[src/design/itrt_pkg.sv]
package itrt_pkg;

	localparam int VALUE_BITS_DEF = 64;
	localparam int DIGIT_W        = 6;
	localparam int CHAR_W         = 7;
	localparam int BASE_W         = 6;

	localparam logic [BASE_W-1:0] RADIX_MIN = 6'd2;
	localparam logic [BASE_W-1:0] RADIX_MAX = 6'd36;

	localparam logic [CHAR_W-1:0] CHAR_ZERO = 7'h30;
	localparam logic [CHAR_W-1:0] CHAR_A    = 7'h61;
	localparam logic [DIGIT_W-1:0] DEC_DIGITS = 6'd10;

	typedef enum logic [1:0] {
		ST_IDLE,
		ST_DIV,
		ST_EMIT
	} itrt_state_t;

	// divider status towards the sequencer
	typedef struct packed {
		logic done;
		logic quo_zero;
	} div_stat_t;

	function automatic logic [CHAR_W-1:0] digit_to_ascii(input logic [DIGIT_W-1:0] d);
		logic [CHAR_W-1:0] r;
		if (d < DEC_DIGITS)
			r = CHAR_ZERO + CHAR_W'(d);
		else
			r = CHAR_A + CHAR_W'(d - DEC_DIGITS);
		return r;
	endfunction

endpackage

[src/design/integer_to_radix_text.sv]
// Channel   | Signals                                   | Handshake
// ----------+-------------------------------------------+----------------------------
// request   | value, base, mode                         | start && !busy
// result    | digit_char, negative, last, empty_res     | strobe, one cycle, no stall
//
// Each digit comes from the bit-serial divider (one quotient bit per cycle);
// all digits of a number are converted first, then the digit buffer is read
// back and the results are presented.
// An invalid radix gives its single empty result on the cycle after the request.
// busy stays high until the last result is on the ports; results cannot be held.
// Reset returns the sequencer to idle; digit buffer contents are left as they are.
module integer_to_radix_text import itrt_pkg::*; #(
	parameter int VALUE_BITS = VALUE_BITS_DEF
) (
	input  logic              clk,
	input  logic              arst_n,
	input  logic              start,
	output logic              busy,
	input  logic [63:0]       value,
	input  logic [BASE_W-1:0] base,
	input  logic              mode,
	output logic              strobe,
	output logic [CHAR_W-1:0] digit_char,
	output logic              negative,
	output logic              last,
	output logic              empty_res
);

	localparam int IDX_W = $clog2(VALUE_BITS);

	itrt_state_t           state_q, state_d;
	logic [IDX_W-1:0]      cnt_q;
	logic [IDX_W-1:0]      rd_idx_q;
	logic [BASE_W-1:0]     base_q;
	logic                  neg_q;
	logic                  rd_vld_s1, rd_last_s1;
	logic                  strobe_q, last_q, empty_q, negative_q;
	logic [CHAR_W-1:0]     char_q;

	logic                  accept, base_ok, is_neg;
	logic [VALUE_BITS-1:0] raw, mag, div_dividend, div_quo;
	logic [DIGIT_W-1:0]    div_rem, rd_data;
	div_stat_t             div_stat;
	logic                  div_load, mem_we, finish, emit_rd;

	assign accept  = start && !busy;
	assign base_ok = (base >= RADIX_MIN) && (base <= RADIX_MAX);
	assign raw     = value[VALUE_BITS-1:0];
	assign is_neg  = mode && raw[VALUE_BITS-1];
	// two's complement magnitude; the most negative value maps onto itself
	assign mag     = is_neg ? (~raw + VALUE_BITS'(1)) : raw;
	assign finish  = div_stat.quo_zero || (cnt_q == IDX_W'(VALUE_BITS - 1));

	assign div_dividend = (state_q == ST_IDLE) ? mag : div_quo;

	always_comb begin
		state_d  = state_q;
		div_load = 1'b0;
		mem_we   = 1'b0;
		emit_rd  = 1'b0;
		unique case (state_q)
			ST_IDLE: begin
				if (accept && base_ok) begin
					div_load = 1'b1;
					state_d  = ST_DIV;
				end
			end
			ST_DIV: begin
				if (div_stat.done) begin
					mem_we = 1'b1;
					if (finish)
						state_d = ST_EMIT;
					else
						div_load = 1'b1;
				end
			end
			ST_EMIT: begin
				emit_rd = 1'b1;
				if (rd_idx_q == '0)
					state_d = ST_IDLE;
			end
			default: state_d = ST_IDLE;
		endcase
	end

	always_ff @(posedge clk or negedge arst_n) begin
		if (!arst_n) begin
			state_q    <= ST_IDLE;
			cnt_q      <= '0;
			rd_idx_q   <= '0;
			rd_vld_s1  <= 1'b0;
			rd_last_s1 <= 1'b0;
			strobe_q   <= 1'b0;
		end else begin
			state_q    <= state_d;
			rd_vld_s1  <= emit_rd;
			rd_last_s1 <= emit_rd && (rd_idx_q == '0);
			if (state_q == ST_IDLE && accept)
				cnt_q <= '0;
			else if (mem_we && !finish)
				cnt_q <= cnt_q + IDX_W'(1);
			if (mem_we && finish)
				rd_idx_q <= cnt_q;
			else if (emit_rd && rd_idx_q != '0)
				rd_idx_q <= rd_idx_q - IDX_W'(1);
			strobe_q <= rd_vld_s1 || (accept && !base_ok);
		end
	end

	always_ff @(posedge clk) begin
		if (accept) begin
			base_q <= base;
			neg_q  <= is_neg;
		end
		if (accept && !base_ok) begin
			char_q     <= '0;
			negative_q <= 1'b0;
			last_q     <= 1'b1;
			empty_q    <= 1'b1;
		end else begin
			char_q     <= digit_to_ascii(rd_data);
			negative_q <= neg_q;
			last_q     <= rd_last_s1;
			empty_q    <= 1'b0;
		end
	end

	itrt_divider #(
		.VALUE_BITS(VALUE_BITS)
	) u_div (
		.clk      (clk),
		.arst_n   (arst_n),
		.load     (div_load),
		.dividend (div_dividend),
		.radix    (base_q),
		.stat     (div_stat),
		.quotient (div_quo),
		.remainder(div_rem)
	);

	itrt_digit_store #(
		.DEPTH(VALUE_BITS)
	) u_store (
		.clk  (clk),
		.we   (mem_we),
		.waddr(cnt_q),
		.wdata(div_rem),
		.raddr(rd_idx_q),
		.rdata(rd_data)
	);

	assign busy       = (state_q != ST_IDLE) || rd_vld_s1;
	assign strobe     = strobe_q;
	assign digit_char = char_q;
	assign negative   = negative_q;
	assign last       = last_q;
	assign empty_res  = empty_q;

endmodule

[src/design/itrt_divider.sv]
// Restoring divider, one quotient bit per cycle.
module itrt_divider import itrt_pkg::*; #(
	parameter int VALUE_BITS = VALUE_BITS_DEF
) (
	input  logic                  clk,
	input  logic                  arst_n,
	input  logic                  load,
	input  logic [VALUE_BITS-1:0] dividend,
	input  logic [BASE_W-1:0]     radix,
	output div_stat_t             stat,
	output logic [VALUE_BITS-1:0] quotient,
	output logic [DIGIT_W-1:0]    remainder
);

	localparam int CNT_W = $clog2(VALUE_BITS + 1);

	logic [VALUE_BITS-1:0] quo_q;
	logic [DIGIT_W-1:0]    rem_q;
	logic [CNT_W-1:0]      cnt_q;
	logic                  run_q;
	logic                  done_q;
	logic [DIGIT_W:0]      trial;
	logic                  fits;

	assign trial = {rem_q, quo_q[VALUE_BITS-1]};
	assign fits  = trial >= {1'b0, radix};

	always_ff @(posedge clk or negedge arst_n) begin
		if (!arst_n) begin
			run_q  <= 1'b0;
			done_q <= 1'b0;
			cnt_q  <= '0;
		end else begin
			done_q <= run_q && (cnt_q == CNT_W'(1));
			if (load) begin
				run_q <= 1'b1;
				cnt_q <= CNT_W'(VALUE_BITS);
			end else if (run_q) begin
				cnt_q <= cnt_q - CNT_W'(1);
				if (cnt_q == CNT_W'(1))
					run_q <= 1'b0;
			end
		end
	end

	always_ff @(posedge clk) begin
		if (load) begin
			quo_q <= dividend;
			rem_q <= '0;
		end else if (run_q) begin
			quo_q <= {quo_q[VALUE_BITS-2:0], fits};
			rem_q <= fits ? DIGIT_W'(trial - {1'b0, radix}) : DIGIT_W'(trial);
		end
	end

	assign stat.done     = done_q;
	assign stat.quo_zero = (quo_q == '0);
	assign quotient      = quo_q;
	assign remainder     = rem_q;

endmodule

[src/design/itrt_digit_store.sv]
// Digit buffer, written least significant first, read back in reverse.
module itrt_digit_store import itrt_pkg::*; #(
	parameter int DEPTH = VALUE_BITS_DEF
) (
	input  logic                     clk,
	input  logic                     we,
	input  logic [$clog2(DEPTH)-1:0] waddr,
	input  logic [DIGIT_W-1:0]       wdata,
	input  logic [$clog2(DEPTH)-1:0] raddr,
	output logic [DIGIT_W-1:0]       rdata
);

	logic [DIGIT_W-1:0] mem [DEPTH];
	logic [DIGIT_W-1:0] rdata_q;

	always_ff @(posedge clk) begin
		if (we)
			mem[waddr] <= wdata;
		rdata_q <= mem[raddr];
	end

	assign rdata = rdata_q;

endmodule

[config.mk]
export PLATFORM = sky130hd
export DESIGN_NAME = integer_to_radix_text
export DESIGN_NICKNAME = d
export VERILOG_FILES = /design/src/design/itrt_pkg.sv /design/src/design/integer_to_radix_text.sv /design/src/design/itrt_divider.sv /design/src/design/itrt_digit_store.sv
export SDC_FILE = /design/constraint.sdc
export NUM_CORES = 1
export LEC_CHECK = 0
export ABC_AREA = 1
export BUFFER_PORTS_ARGS = -buffer_cell sky130_fd_sc_hd__buf_4
export CAP_MARGIN = 5
export CORE_ASPECT_RATIO = 0.75
export CORE_MARGIN = 1.5
export CORE_UTILIZATION = 55
export CTS_BUF_LIST = sky130_fd_sc_hd__clkbuf_4
export DETAILED_ROUTE_END_ITERATION = 10
export PLACE_DENSITY_LB_ADDON = 0.05
export SLEW_MARGIN = 20
export SYNTH_ARGS = -nofsm -noshare
export SYNTH_HDL_FRONTEND = slang
export SYNTH_SLANG_ARGS = --single-unit
[constraint.sdc]
create_clock -name clk -period 6.6 [get_ports clk]
set_clock_uncertainty 0.15 [all_clocks]
set_input_delay 0.99 -clock clk [delete_from_list [all_inputs] [get_ports clk]]
set_output_delay 0.99 -clock clk [all_outputs]
set_load 0.01 [all_outputs]
==> out/summary.txt <==
Maximum clock frequency: 297 MHz
Post-synthesis sequential area ratio: 62.7%
Final setup fails: 0
TNS Setup: 0 ps
Share of layout cells above drive strength 1: 14.0%
Syn Inst Count: 2376
Min cycle time layout: 3370 ps
Post-CTS sizing: 0
Critical path data required time: 6980 ps
MaxCap Viol Count: 0
Hold Slack: 153 ps
CP Capture Point: u_div.quotient[1]$_DFFE_PP_
Reg2reg setup slack: 3230 ps
RSZ-0062 raised after global routing: false
Chip width: 242 um
Total GRT Usage: 29.3%
Least-Margin Pin Slew: 1050 ps
PD cells: 237 nW/um2
Final Hold Viols: 0
Bufs on Longest Clock Path: 3
Clock root buffer: clkbuf_4
Setup Buffers After CTS: 0
Path type of the worst min-delay path: input pin to flip-flop
Worst stage delay on the critical path: 730 ps
Switching Fraction: 21.8%
Cts-stage hold buffer count: 1
Worst Setup SP: state_q[1]$_DFFE_PN0P_
Die ar.: 44000 um2
Latest clock arrival within the worst-skew pair: 870 ps
CTS clk-pin slew, worst paths: 70 ps
Status: completed
HPWL Detailed: 41700 um
Area Growth Syn to Fin: 10.7%
Leak: 9.93 nW
Total grt overflow: 0
H-tree depth: 3
Clock sink count: 503
Reg2reg path depth: 8
Core area: 42100 um2
Bufs and invs on worst path: 3
Crit. End Element: flip-flop
Critical-path cell list: inv_1, nand2_1, nor2_2, nand3_2, nand2_4, o21ai_0, inv_2, buf_4
Comb pwr share: 3.0%
Final Max Slew Viols: 0
Vias: 17800
Total length of routed wires: 64300 um
Vias in the first global route: 16500
Post-synth EDFFs: 455
Largest net degree at the start of global routing: 183
CP Depth: 8
Crit Path Category: flip-flop to flip-flop
Nets: 2591
Routed wire length per instance: 20.3 um
Ys Warns: 0
CP max-delay cell: inv_2
Vias per cell: 5.62
CP Max Fanout: 45
# DRC: 0
CTS Buf Count: 121
Clock power frac: 41.6%
Antenna Violating Nets Remaining: 0
First-pass GRT wire length: 98100 um
Worst slew margin: 30.1%
Startpoint Class: flip-flop
DR iter-0 viols: 1766
Port Buffers: 85
Mean Syn Cell Area: 9.90 um2
Most used DFF post-synth: edfxtp_1
Row cnt: 65
R2R Path End: u_div.quotient[1]$_DFFE_PP_
Delay-heaviest family, CP: buffers and inverters
Synthesized cell area: 23500 um2
Syn_nets: 2467
Seq pwr share: 55.4%
Psw: 1.35 mW
Initial antenna violation count: 3
P_int: 4.82 mW
Number of synthesized register bits: 503
DRT Pass-1 Iters: 7
Peak supply drop: 0.193 mV
Die H: 182 um
Initial Util: 55.9%
Post-synth ARST share: 5.17%
Global placer's final weighted congestion: 0.954
Netlist cell types: 43
Crit path DAT: 3750 ps
Final Cycle Share: 51.1%
# IOs: 86
CTS tree: done
FF-to-FF Start: state_q[1]$_DFFE_PN0P_
==> cell usage in the layout (no fill, tap or decap), types with 30 or more instances in the layout <==
cell type / n
nand2_1: 731
edfxtp_1: 455
nor2_1: 363
clkbuf_4: 177
o21ai_0: 131
buf_4: 101
inv_1: 93
nand3_1: 92
a21oi_1: 58
o22ai_1: 42
clkinv_1: 30
xor2_1: 30
==> metrics by stage <==
step           utilization [%]  instances  setup WS (ps)  total power, mW  area (um2)
5_1_grt                   61.8       3162           2950             6.39       26000
2_1_floorplan                -       2376           3050             3.58       23500
6_report                  61.8       3164           3230             6.17       26000
4_1_cts                   61.8       3159           3270             6.22       26000
3_5_place_dp              58.1       2945           2890             3.67       24500
3_3_place_gp              58.1       2945           2940             3.67       24500
==> synth_stat cells, types with 7 or more instances <==
master | instances | area, um2
nand4_1 | 28 | 175
mux2i_1 | 10 | 100
xor2_1 | 30 | 263
a21oi_1 | 58 | 290
nand3_2 | 19 | 190
a211oi_1 | 28 | 210
buf_6 | 13 | 146
nand3b_1 | 12 | 90.1
buf_4 | 15 | 113
dfxtp_1 | 22 | 440
inv_1 | 95 | 357
nand2_2 | 10 | 62.6
nand2_1 | 732 | 2750
o22ai_1 | 42 | 263
dfrtp_1 | 26 | 651
o21ai_1 | 16 | 80.1
a21oi_2 | 8 | 70.1
edfxtp_1 | 455 | 13700
o21ai_0 | 131 | 656
o211ai_1 | 14 | 105
nor2_2 | 11 | 68.8
nor2_1 | 363 | 1360
ha_1 | 16 | 200
xnor2_1 | 19 | 166
nand3_1 | 92 | 460
buf_2 | 44 | 220
nor3_1 | 7 | 35.0
clkbuf_1 | 28 | 105
==> sequential cells by signal, indices dropped and copies added, names as in the netlist, 2 cells and up <==
signal	cells
base_q	6
cnt_q	6
digit_char	7
rd_idx_q	6
state_q	2
u_div.cnt_q	7
u_div.quotient	64
u_div.remainder	6
u_store.mem	384
u_store.rdata	6
==> final cells by class <==
| type | instances | area [um2] |
|---|---|---|
| fill | 3634 | 16100 |
| sequential | 503 | 14800 |
| multi-input combinational | 1668 | 7800 |
| clock buffer | 177 | 1330 |
| timing repair buffer | 104 | 808 |
| tap | 569 | 712 |
| inverter | 102 | 387 |
| clock inverter | 36 | 224 |
| antenna | 5 | 12.5 |
==> power by group through the flow <==
stage,sequential (mW),clock (mW),combinational [mW]
2_1_floorplan,3.49,0,0.0884
3_3_place_gp,3.49,0,0.179
3_5_place_dp,3.49,0,0.179
4_1_cts,3.42,2.62,0.180
5_1_grt,3.42,2.77,0.200
6_report,3.42,2.57,0.185
==> how the worst min path moves through the flow <==
stage,start,to,slack [ps],depth (start not counted)
after floorplan,rd_last_s1$_DFF_PN0_,last$_SDFF_PP1_,260,1
after detailed placement,rd_last_s1$_DFF_PN0_,last$_SDFF_PP1_,310,1
final,base[2],base_q[2]$_DFFE_PN_,150,1
after CTS,base[4],base_q[4]$_DFFE_PN_,70,1
after global routing,base[4],base_q[4]$_DFFE_PN_,70,1
after global placement,rd_last_s1$_DFF_PN0_,last$_SDFF_PP1_,300,1
==> cell families after synthesis <==
| logic type | after synthesis | share of synthesized area (%) |
|---|---|---|
| AO/OA/AOI/OAI | 302 | 7.30 |
| XOR/XNOR | 49 | 1.82 |
| adder cells (fa/ha/maj) | 17 | 0.936 |
| buffers and inverters | 205 | 4.22 |
| flip-flops | 503 | 62.7 |
| multiplexers | 10 | 0.425 |
| AND/OR/NAND/NOR | 1290 | 22.6 |
==> metal layers <==
layer	global-route usage, %	part of all wire [%]	up-vias
met5	0	0	-
met4	8.48	1.8	0
met3	8.91	11	97
met2	39.9	41	824
met1	45.1	46	8429
li1	-	-	8423
(Power assumes the default switching activity.)
